$ cat config.mk
export PLATFORM = sky130hd
export DESIGN_NAME = lsqe_corner
export DESIGN_NICKNAME = d
export VERILOG_FILES = /design/src/rtl/lsqe_pkg.sv /design/src/rtl/lsqe_corner.sv
export SDC_FILE = /design/constraint.sdc
export NUM_CORES = 1
export LEC_CHECK = 0
export BUFFER_PORTS_ARGS = -buffer_cell sky130_fd_sc_hd__buf_2
export CORE_AREA = 3 3 162 164
export CTS_CLUSTER_DIAMETER = 30
export CTS_CLUSTER_SIZE = 10
export DETAILED_ROUTE_END_ITERATION = 16
export DIE_AREA = 0 0 165 167
export HOLD_SLACK_MARGIN = 0.03
export PLACE_DENSITY = 0.74
export SLEW_MARGIN = 10
export SYNTH_ARGS = -nofsm -noshare
export SYNTH_HDL_FRONTEND = slang
export SYNTH_SLANG_ARGS = --single-unit
$ cat constraint.sdc
create_clock -name clk_i -period 5.3 [get_ports clk_i]
set_input_delay 1.06 -clock clk_i [delete_from_list [all_inputs] [get_ports clk_i]]
set_output_delay 1.06 -clock clk_i [all_outputs]
set_load 0.01 [all_outputs]
$ cat src/rtl/lsqe_pkg.sv
// shared types and constants of the line segment quad expander
package lsqe_pkg;

  localparam int unsigned COORD_W  = 16;
  localparam int unsigned DIFF_W   = COORD_W + 1;
  localparam int unsigned MAG_W    = COORD_W;
  localparam int unsigned THICK_W  = 12;
  localparam int unsigned SQ_W     = 2 * MAG_W + 1;
  localparam int unsigned P_W      = THICK_W + MAG_W;
  localparam int unsigned P2_W     = 2 * P_W;
  localparam int unsigned ROOT_W   = 64;
  localparam int unsigned M_W      = THICK_W;
  localparam int unsigned ROOT_STAGES = M_W;
  localparam int unsigned PREP_STAGES = 3;
  localparam int unsigned NUM_STAGES  = PREP_STAGES + ROOT_STAGES + 1;
  localparam int unsigned ADDR_W   = 3;
  localparam int unsigned DATA_W   = 32;

  localparam logic [THICK_W-1:0] THICK_RESET = THICK_W'(16);
  localparam logic [0:0] REG_THICKNESS = 1'b0;

  typedef struct packed {
    logic signed [COORD_W-1:0] sx;
    logic signed [COORD_W-1:0] sy;
    logic signed [COORD_W-1:0] ex;
    logic signed [COORD_W-1:0] ey;
    logic                      degen;
    logic                      dx_neg;
    logic                      dy_pos;
  } geom_t;

  typedef struct packed {
    logic [SQ_W-1:0] sq;
    logic [P2_W-1:0] px2;
    logic [P2_W-1:0] py2;
  } prep_t;

endpackage

$ cat src/rtl/lsqe_corner.sv
// signed offsets, corner sums and saturation, registered as the output stage
module lsqe_corner (
  input  logic                                clk_i,
  input  logic                                en_i,
  input  lsqe_pkg::geom_t                     geom_i,
  input  logic        [lsqe_pkg::M_W-1:0]     mx_i,
  input  logic        [lsqe_pkg::M_W-1:0]     my_i,
  output logic signed [lsqe_pkg::COORD_W-1:0] c0x_o,
  output logic signed [lsqe_pkg::COORD_W-1:0] c0y_o,
  output logic signed [lsqe_pkg::COORD_W-1:0] c1x_o,
  output logic signed [lsqe_pkg::COORD_W-1:0] c1y_o,
  output logic signed [lsqe_pkg::COORD_W-1:0] c2x_o,
  output logic signed [lsqe_pkg::COORD_W-1:0] c2y_o,
  output logic signed [lsqe_pkg::COORD_W-1:0] c3x_o,
  output logic signed [lsqe_pkg::COORD_W-1:0] c3y_o,
  output logic                                degen_o
);
  import lsqe_pkg::*;

  localparam int unsigned SUM_W = COORD_W + 2;

  function automatic logic [COORD_W-1:0] sat(input logic signed [SUM_W-1:0] v);
    logic signed [SUM_W-1:0] maxv, minv;
    maxv = SUM_W'({1'b0, {(COORD_W-1){1'b1}}});
    minv = -maxv - SUM_W'(1);
    if (v > maxv) return maxv[COORD_W-1:0];
    else if (v < minv) return minv[COORD_W-1:0];
    else return v[COORD_W-1:0];
  endfunction

  logic signed [SUM_W-1:0] ox, oy, sx, sy, ex, ey;
  logic [8*COORD_W-1:0]    c_d, c_q;
  logic                    degen_q;

  always_comb begin
    ox = geom_i.dy_pos ? -SUM_W'(mx_i) : SUM_W'(mx_i);
    oy = geom_i.dx_neg ? -SUM_W'(my_i) : SUM_W'(my_i);
    sx = SUM_W'(geom_i.sx);
    sy = SUM_W'(geom_i.sy);
    ex = SUM_W'(geom_i.ex);
    ey = SUM_W'(geom_i.ey);
    c_d = {sat(sx + ox), sat(sy + oy), sat(ex + ox), sat(ey + oy),
           sat(ex - ox), sat(ey - oy), sat(sx - ox), sat(sy - oy)};
    // zero-length segment gives an all-zero quad
    if (geom_i.degen) c_d = '0;
  end

  always_ff @(posedge clk_i) begin
    if (en_i) begin
      c_q     <= c_d;
      degen_q <= geom_i.degen;
    end
  end

  assign c0x_o   = c_q[8*COORD_W-1:7*COORD_W];
  assign c0y_o   = c_q[7*COORD_W-1:6*COORD_W];
  assign c1x_o   = c_q[6*COORD_W-1:5*COORD_W];
  assign c1y_o   = c_q[5*COORD_W-1:4*COORD_W];
  assign c2x_o   = c_q[4*COORD_W-1:3*COORD_W];
  assign c2y_o   = c_q[3*COORD_W-1:2*COORD_W];
  assign c3x_o   = c_q[2*COORD_W-1:COORD_W];
  assign c3y_o   = c_q[COORD_W-1:0];
  assign degen_o = degen_q;

endmodule

# Word level (Yosys, flattened, before mapping)

Cells that the tools add are included.

Register bits after elaboration: 129
Logic and storage cells: 62
Output and inout port bits: 129

$add $sub $neg: 10
Mux-type cells: 18
$lt $le $gt $ge: 16
Reduce and logical (&&, ||, !) cells: 8

Operators with widths:

| operator               | count |
|---|---|
| $gt A18 B16 Y1 const B | 8 |
| $lt A18 B16 Y1 const B | 8 |
| $mux W16               | 8 |
| $mux W15               | 8 |
| $add A16 B18 Y18       | 4 |
| $sub A16 B18 Y18       | 4 |
| $mux W18               | 2 |
| $neg A12 Y18           | 2 |
| $reduce_or A2 Y1       | 8 |

# Logic depth before layout (Yosys ltp)

Gate-level depths: netlist of the first run.

Depth in word-level cells: 6
Gate-level depth with buffers: 18
Mapped depth without buffers: 16

# Worst setup path after synthesis of the first run

Ideal clock, no wire load.

Path type: input-to-reg
From: in my_i[3] (netlist bit)
To: reg c_q[110], data pin
Stages on the path: 14
Arrival time: 4.848 ns
Required time: 5.024 ns
Slack: 0.176 ns
Path through: or3_1 > or3b_2 > or2_2 > o41ai_1 > xnor2_1 > ha_1 > clkbuf_1 > a21o_1 > a21o_1 > o311a_1 > o21a_1 > o311ai_2 > buf_4 > o31ai_1

Longest elaborated chain between the ends: 6

RTL lines:

| what                 | line              | RTL |
|---|---|---|
| from (decl)          | lsqe_corner.sv:7  | `input logic [lsqe_pkg::M_W-1:0] my_i,` |
| $neg A12 Y18         | lsqe_corner.sv:37 | `oy = geom_i.dx_neg ? -SUM_W'(my_i) : SUM_W'(my_i);` |
| $mux W18 *           | lsqe_corner.sv:37 |  |
| $add A16 B18 Y18 *   | lsqe_corner.sv:42 | `c_d = {sat(sx + ox), sat(sy + oy), sat(ex + ox), sat(ey + oy),` |
| $lt A18 B16 Y1       | lsqe_corner.sv:27 | `else if (v < minv) return minv[COORD_W-1:0];` |
| $mux W16             | lsqe_corner.sv:27 |  |
| $mux W15 *           | lsqe_corner.sv:26 | `if (v > maxv) return maxv[COORD_W-1:0];` |
| to (signal assigned) | lsqe_corner.sv:50 | `c_q <= c_d;` |
| to (decl)            | lsqe_corner.sv:32 | `logic [8*COORD_W-1:0] c_d, c_q;` |

Mark *: on every way between the ends. The rest lies on a longest branch, timed or not.
A chain may end at the register's enable or synchronous reset.

# Final worst setup path of the first run

From: in my_i[3] (netlist bit)
To: reg c_q[13], data pin

Longest elaborated chain between the ends: 6

RTL lines:

| what               | line              | RTL |
|---|---|---|
| $neg A12 Y18       | lsqe_corner.sv:37 |  |
| $mux W18 *         | lsqe_corner.sv:37 |  |
| $sub A16 B18 Y18 * | lsqe_corner.sv:43 | `sat(ex - ox), sat(ey - oy), sat(sx - ox), sat(sy - oy)};` |
| $lt A18 B16 Y1     | lsqe_corner.sv:27 |  |
| $mux W16           | lsqe_corner.sv:27 |  |
| $mux W15 *         | lsqe_corner.sv:26 |  |

Marked as above.

==> metrics.md, run 1 <==
| Metric | Value |
|---|---|
| Switch share | `37.5%` |
| RD Place Congestion | `0.957` |
| Final wirelength | `39400 um` |
| Crit path DAT | `5.09 ns` |
| Hold Vio Cnt, Final | `0` |
| Area of the core | `25000 um^2` |
| Hold depth | `1` |
| M1 WL | `15700 um` |
| Final period util | `93.5%` |
| # hold bufs at CTS | `0` |
| Largest area contributor in the netlist | `edfxtp_1` |
| Wire length on met3 | `2350 um` |
| Power Dens Cells | `319 nW/um^2` |
| Netlist cell types | `84` |
| Share of layout cells above drive strength 1 | `22.1%` |
| # clock sinks | `129` |
| Row cnt | `58` |
| Highest routing layer actually used | `met5` |
| Hold path endpoint | `c_q[11]` |
| Dpl ws | `-0.153 ns` |
| Chip Height | `167 um` |
| Most frequent cells after synthesis | `ha_1 (148), edfxtp_1 (129), inv_1 (122)` |
| HP Class | `in -> reg` |
| Global-route wire length before repair | `62300 um` |
| Final core occ | `61.5%` |
| Clk pwr share | `26.4%` |
| Starting density of the core | `51.7%` |
| Met2 wire len | `19900 um` |
| All-layer global routing usage | `28.4%` |
| Total chip power | `4910 uW` |
| Fmax | `202 MHz` |
| Die W | `165 um` |
| Die area | `27600 um^2` |
| Flops & latches, synth | `129` |
| Clk buf depth | `2` |
| Detailed Routing Iterations Pass 1 | `5` |
| Drt drc | `0` |
| Iteration-0 DRC count of the detailed router | `1086` |
| Comb power frac | `44.1%` |
| H-tree Lvls | `4` |
| Fin Hold WS | `1.08 ns` |
| Post-synthesis sequential area ratio | `29.9%` |
| Hold Startpoint | `en_i` |
| Root Driver | `clkbuf_16` |
| Wire per inst | `19.4 um` |
| Buffers on Ports | `221` |
| Final setup viols | `0` |
| Final-stage net count | `1936` |
| Placed instance area | `14800 um^2` |
| Unrepaired setup endpoints after global routing | `no` |
| CP endpoint kind | `register` |
| Routed Antenna Nets | `0` |
| Vias in the first global route | `12000` |
| Sequential share of power | `29.5%` |
| IO Pins | `222` |
| Final Max Tran Viols | `0` |
| Post-Synthesis Cell Area | `12900 um^2` |
| Syn avg cell area | `8.97 um^2` |
| Status | `completed` |
| Syn nets | `1692` |
| P_sw | `1840 uW` |
| Area share of the largest cell type after synthesis | `29.9%` |
| Slew Limit Headroom | `44.2%` |
| DP Wirelength | `31000 um` |
| Design area | `15400 um^2` |
| Ys flop type | `edfxtp_1` |
| Ys Warns | `0` |
| Internal | `3070 uW` |
| Largest net degree at the start of global routing | `55` |
| Static Leakage | `0.00680 uW` |
| Area growth from synthesis to layout | `19.0%` |
| Fin crit period | `4.95 ns` |
| Startpoint types | `input pin` |
| Slew @ Worst Pin | `0.837 ns` |
| Synth top area cells | `edfxtp_1 (30%), ha_1 (14%), xnor2_1 (6.6%)` |
| Peak VDD IR | `0.172 mV` |
| Post-synth ARST share | `0%` |
| Grt ovf | `0` |
| Post-synth EDFFs | `129` |
| DR vias/cell | `5.96` |
| Final WS setup | `0.345 ns` |
| CTS tree | `yes` |
| Critical path fanouts, max | `15` |
| CTS buffer count | `17` |
| Initial antenna violation count | `10` |
| Clock transition at path regs | `0.07 ns` |
| Post-synthesis cell count | `1443` |
| Most numerous cell in the Yosys netlist | `ha_1` |
| Count of max-cap constraint violations | `0` |
| Via count | `12100` |
| Crit Path Category | `in -> reg` |
| Required time of the critical path | `5.44 ns` |
[what timing repair did]
| item | CTS | global route |
|---|---|---|
| setup buffers | 0 | 0 |
| gates resized for setup | 0 | 1 |
| endpoints found under the setup margin | 0 | 11 |
[worst max path at each step]
stage / startpoint / end / slack (ns) / depth (start not counted)
2_1_floorplan: my_i[3] / c_q[110] / 0.18 / 14
3_3_place_gp: my_i[3] / c_q[0] / -0.06 / 13
3_5_place_dp: my_i[3] / c_q[0] / -0.15 / 13
4_1_cts: my_i[3] / c_q[0] / 0.30 / 15
5_1_grt: my_i[3] / c_q[67] / 0.04 / 17
6_report: my_i[3] / c_q[13] / 0.35 / 17
[critical path: stages]
cell and delay (ns):
buf_2 0.10, or3_1 0.38, or3b_2 0.48, or2_2 0.33, o41ai_1 0.31, xnor2_1 0.19, ha_1 0.42, buf_4 0.18
nor2_1 0.06, o21ai_0 0.08, a211oi_1 0.10, or3_1 0.36, a41o_1 0.25, xor2_1 0.15, o32ai_2 0.21, buf_4 0.25
o221ai_1 0.15
[power by group through the flow]
| stage | logic, uW | clock network, uW | registers, uW |
|---|---|---|---|
| 2_1_floorplan | 1290 | 0 | 1570 |
| 3_3_place_gp | 2110 | 0 | 1470 |
| 3_5_place_dp | 2140 | 0 | 1470 |
| 4_1_cts | 2160 | 1300 | 1450 |
| 5_1_grt | 2380 | 1340 | 1470 |
| 6_report | 2170 | 1290 | 1450 |
[kinds of logic after synthesis]
family	synth area share, %
multiplexers	0.406
XOR/XNOR	8.91
flip-flops	29.9
AO/OA/AOI/OAI	27.0
adder cells (fa/ha/maj)	15.5
buffers and inverters	5.98
AND/OR/NAND/NOR	12.2
[flip-flops by register name (all words and copies together) (netlist names)]
register / flops
c_q: 128
degen_o: 1
[layout by cell type (no fill, tap or decap), types with 9 or more instances in the layout]
cell type | netlist | final
nand2b_1 | 24 | 24
buf_2 | 13 | 220
xnor2_1 | 97 | 97
o211ai_1 | 16 | 16
nand2_1 | 74 | 74
a211oi_1 | 17 | 17
edfxtp_1 | 129 | 129
buf_4 | 5 | 71
nor2_1 | 96 | 95
xor2_1 | 26 | 26
nand3_1 | 15 | 15
a31oi_1 | 19 | 19
nor2b_1 | 19 | 19
o21a_1 | 19 | 19
a21oi_1 | 101 | 101
o21ai_0 | 85 | 85
a21o_1 | 48 | 48
o31ai_1 | 48 | 48
o221ai_1 | 10 | 10
o21bai_1 | 21 | 21
o22ai_1 | 19 | 19
clkbuf_16 | 0 | 17
o21ai_1 | 23 | 23
ha_1 | 148 | 148
nor3_1 | 22 | 22
inv_1 | 122 | 122
nor4_1 | 14 | 14
o31ai_2 | 9 | 9
and2_1 | 10 | 10
[per-layer routing]
layer / track usage [%] / vias to the layer above
met1: 33.8 / 5778
li1: - / 5778
met4: 10.9 / 16
met5: 0 / -
met3: 5.40 / 101
met2: 49.9 / 440
[metrics by stage]
step                cells  setup TNS (ns)
finish               2032               0
global route         2032               0
global placement     1998         -0.0888
floorplan            1443               0
detailed placement   1998           -1.29
CTS                  2030               0
[cell type report]
cell class,instances,area [um^2]
Sequential cell,129,3870
Antenna cell,2,5.00
Clock buffer,17,425
Timing Repair Buffer,296,1730
Clock inverter,15,191
Inverter,124,465
Fill cell,2158,9630
Tap cell,330,413
Multi-Input combinational cell,1119,8300
Note: power is estimated with default switching activity, not from simulation.
==> run 2, diff against run 1 <==
--- a/config.mk
+++ b/config.mk
@@ -5,14 +5,17 @@
 export SDC_FILE = /design/constraint.sdc
 export NUM_CORES = 1
 export LEC_CHECK = 0
+export ABC_AREA = 0
 export BUFFER_PORTS_ARGS = -buffer_cell sky130_fd_sc_hd__buf_2
-export CORE_AREA = 3 3 162 164
+export CELL_PAD_IN_SITES_DETAIL_PLACEMENT = 1
+export CELL_PAD_IN_SITES_GLOBAL_PLACEMENT = 2
+export CORE_AREA = 3 3 206 208
 export CTS_CLUSTER_DIAMETER = 30
 export CTS_CLUSTER_SIZE = 10
 export DETAILED_ROUTE_END_ITERATION = 16
-export DIE_AREA = 0 0 165 167
+export DIE_AREA = 0 0 209 211
 export HOLD_SLACK_MARGIN = 0.03
-export PLACE_DENSITY = 0.74
+export PLACE_DENSITY = 0.75
 export SLEW_MARGIN = 10
 export SYNTH_ARGS = -nofsm -noshare
 export SYNTH_HDL_FRONTEND = slang
==> metrics.md, run 2 (same netlist as run 1, synthesis figures left out) <==
| Metric | Value |
|---|---|
| All-layer global routing usage | `20.5% (-7.8 points)` |
| DR vias/cell | `5.30 (-11%)` |
| Detailed Routing Iterations Pass 1 | `5 (unchanged)` |
| RD Place Congestion | `0.898 (-6.1%)` |
| Static Leakage | `0.00691 uW (+1.6%)` |
| Startpoint types | `input pin` |
| Area of the core | `40700 um^2 (+63%)` |
| Buffers on Ports | `221 (unchanged)` |
| CTS buffer count | `17 (unchanged)` |
| Iteration-0 DRC count of the detailed router | `591 (-46%)` |
| Final setup viols | `0 (unchanged)` |
| Hold Vio Cnt, Final | `0 (unchanged)` |
| Commonest non-fill, non-tap cells in the layout | `buf_2 (220), ha_1 (148), edfxtp_1 (129)` |
| Hold depth | `1 (unchanged)` |
| Vias in the first global route | `12500 (+4.7%)` |
| Drt drc | `0 (unchanged)` |
| Final wirelength | `45900 um (+16%)` |
| Clock transition at path regs | `0.07 ns (about the same)` |
| # hold bufs at CTS | `0 (unchanged)` |
| Setup TNS | `0 ns (unchanged)` |
| Critical path origin | `my_i[3]` |
| Fmax | `194 MHz (-4.0%)` |
| Share of layout cells above drive strength 1 | `23.4% (+1.3 points)` |
| Final Max Tran Viols | `0 (unchanged)` |
| Crit path DAT | `5.40 ns (+0.31 ns)` |
| Dpl cells | `2225 (+11%)` |
| Status | `completed` |
| DP Wirelength | `37500 um (+21%)` |
| Row cnt | `74 (+28%)` |
| Count of max-cap constraint violations | `0 (unchanged)` |
| Final-stage net count | `1961 (+1.3%)` |
| Fin Hold WS | `1.08 ns (+0.000850 ns)` |
| Clk buf depth | `2 (unchanged)` |
| CP peak stage delay | `0.51 ns (+0.03 ns)` |
| Wire per inst | `20.3 um (+4.9%)` |
| Starting density of the core | `31.8% (-20 points)` |
| Die W | `209 um (+27%)` |
| H-tree Lvls | `4 (unchanged)` |
| Die area | `44100 um^2 (+60%)` |
| Fin crit period | `5.16 ns (+0.209 ns)` |
| Slowest cell on the critical path | `or3b_2` |
| Power Dens Cells | `309 nW/um^2 (-3.0%)` |
| Dpl ws | `-0.348 ns (-0.195 ns)` |
| Grt ovf | `0 (unchanged)` |
| Initial antenna violation count | `0 (-10)` |
| Hold Startpoint | `en_i` |
| Required time of the critical path | `5.53 ns (+0.09 ns)` |
| Routed Antenna Nets | `0 (unchanged)` |
| Largest net degree at the start of global routing | `71 (+29%)` |
| Unrepaired setup endpoints after global routing | `no` |
| Slew @ Worst Pin | `0.828 ns (-0.00842 ns)` |
| Via count | `12000 (-1.2%)` |
| Chip Height | `211 um (+26%)` |
| Crit path capture | `c_q[104]` |
| Area growth from synthesis to layout | `22.3%` |
| CP endpoint kind | `register` |
| Root Driver | `clkbuf_16` |
| Most common cell after layout, fill and taps aside | `buf_2` |
| Peak VDD IR | `0.248 mV (+44%)` |
| Critical path depth | `16 (-1)` |
| Cell family with most CP delay | `compound AO/OA/AOI/OAI gates` |
| HP Class | `in -> reg` |
| Crit path buf inv count | `2 (-1)` |
| CTS tree | `yes` |
| Worst-path cell chain | `buf_2 > or3_1 > or3b_2 > or2_2 > o41ai_1 > xnor2_1 > ha_1 > a21o_1 > a21oi_1 > o221ai_1 > a31oi_2 > o221ai_1 > xor2_2 > a41oi_2 > buf_4 > o41ai_1` |
| Biggest register | `c_q` |
| Global-route wire length before repair | `70500 um (+13%)` |
| # clock sinks | `129 (unchanged)` |
| Final non-filler cell total | `2256 (+11%)` |
| Critical path fanouts, max | `9 (-6)` |
| Slew Limit Headroom | `44.7% (+0.56 points)` |
| IO Pins | `222 (unchanged)` |
| Max FFs per register | `128 (unchanged)` |
| Crit Path Category | `in -> reg` |
| Final WS setup | `0.136 ns (-0.209 ns)` |
| Final period util | `97.4% (+3.9 points)` |
==> run 2: cell types whose count changed in the layout (fill, tap and decap cells not counted), sizes merged <==
cell / previous run / this run
buf: 296 / 321
bufinv: 4 / 2
clkinv: 9 / 8
clkinvlp: 2 / 3
diode: 2 / 1
==> run 2: layer usage <==
| metal | track usage [%] | part of all wire, % | vias to the layer above |
|---|---|---|---|
| li1 | - | - | 5821 |
| met1 | 24.6 | 43 | 5865 |
| met2 | 38.7 | 52 | 254 |
| met3 | 3.33 | 3.5 | 27 |
| met4 | 4.04 | 1.1 | 0 |
| met5 | 0 | 0 | - |
==> run 2: where the power goes <==
group          switching, uW  internal (uW)
registers               60.7           1400
logic                   1330            922
clock network            505            685
total                   1890           3000
==> run 2: worst min-delay path by stage <==
stage / slack (ns) / endpoint
floorplan: 1.16 / degen_o
global placement: 1.47 / degen_o
detailed placement: 1.47 / c3x_o[1]
CTS: 1.07 / degen_o
global route: 1.10 / degen_o
finish: 1.08 / c_q[73]
==> run 2: final cells by class <==
class | count | area [um^2]
Fill cell | 4854 | 24900
Multi-Input combinational cell | 1119 | 8320
Sequential cell | 129 | 3870
Timing Repair Buffer | 321 | 1940
Tap cell | 532 | 666
Inverter | 124 | 465
Clock buffer | 17 | 425
Clock inverter | 13 | 140
Antenna cell | 1 | 2.50
==> run 2: stage by stage <==
| step | utilization (%) | power (uW) | cell area (um^2) |
|---|---|---|---|
| 2_1_floorplan | - | 2860 | 12900 |
| 3_3_place_gp | 37.4 | 3710 | 15200 |
| 3_5_place_dp | 37.4 | 3740 | 15200 |
| 4_1_cts | 38.8 | 4960 | 15800 |
| 5_1_grt | 38.9 | 5220 | 15800 |
| 6_report | 38.9 | 4900 | 15800 |
==> run 2: repair_timing <==
action,CTS,global route
hold endpoints to repair,0,0
setup endpoints to repair,0,17
resized for setup,0,4
setup buffers,0,0
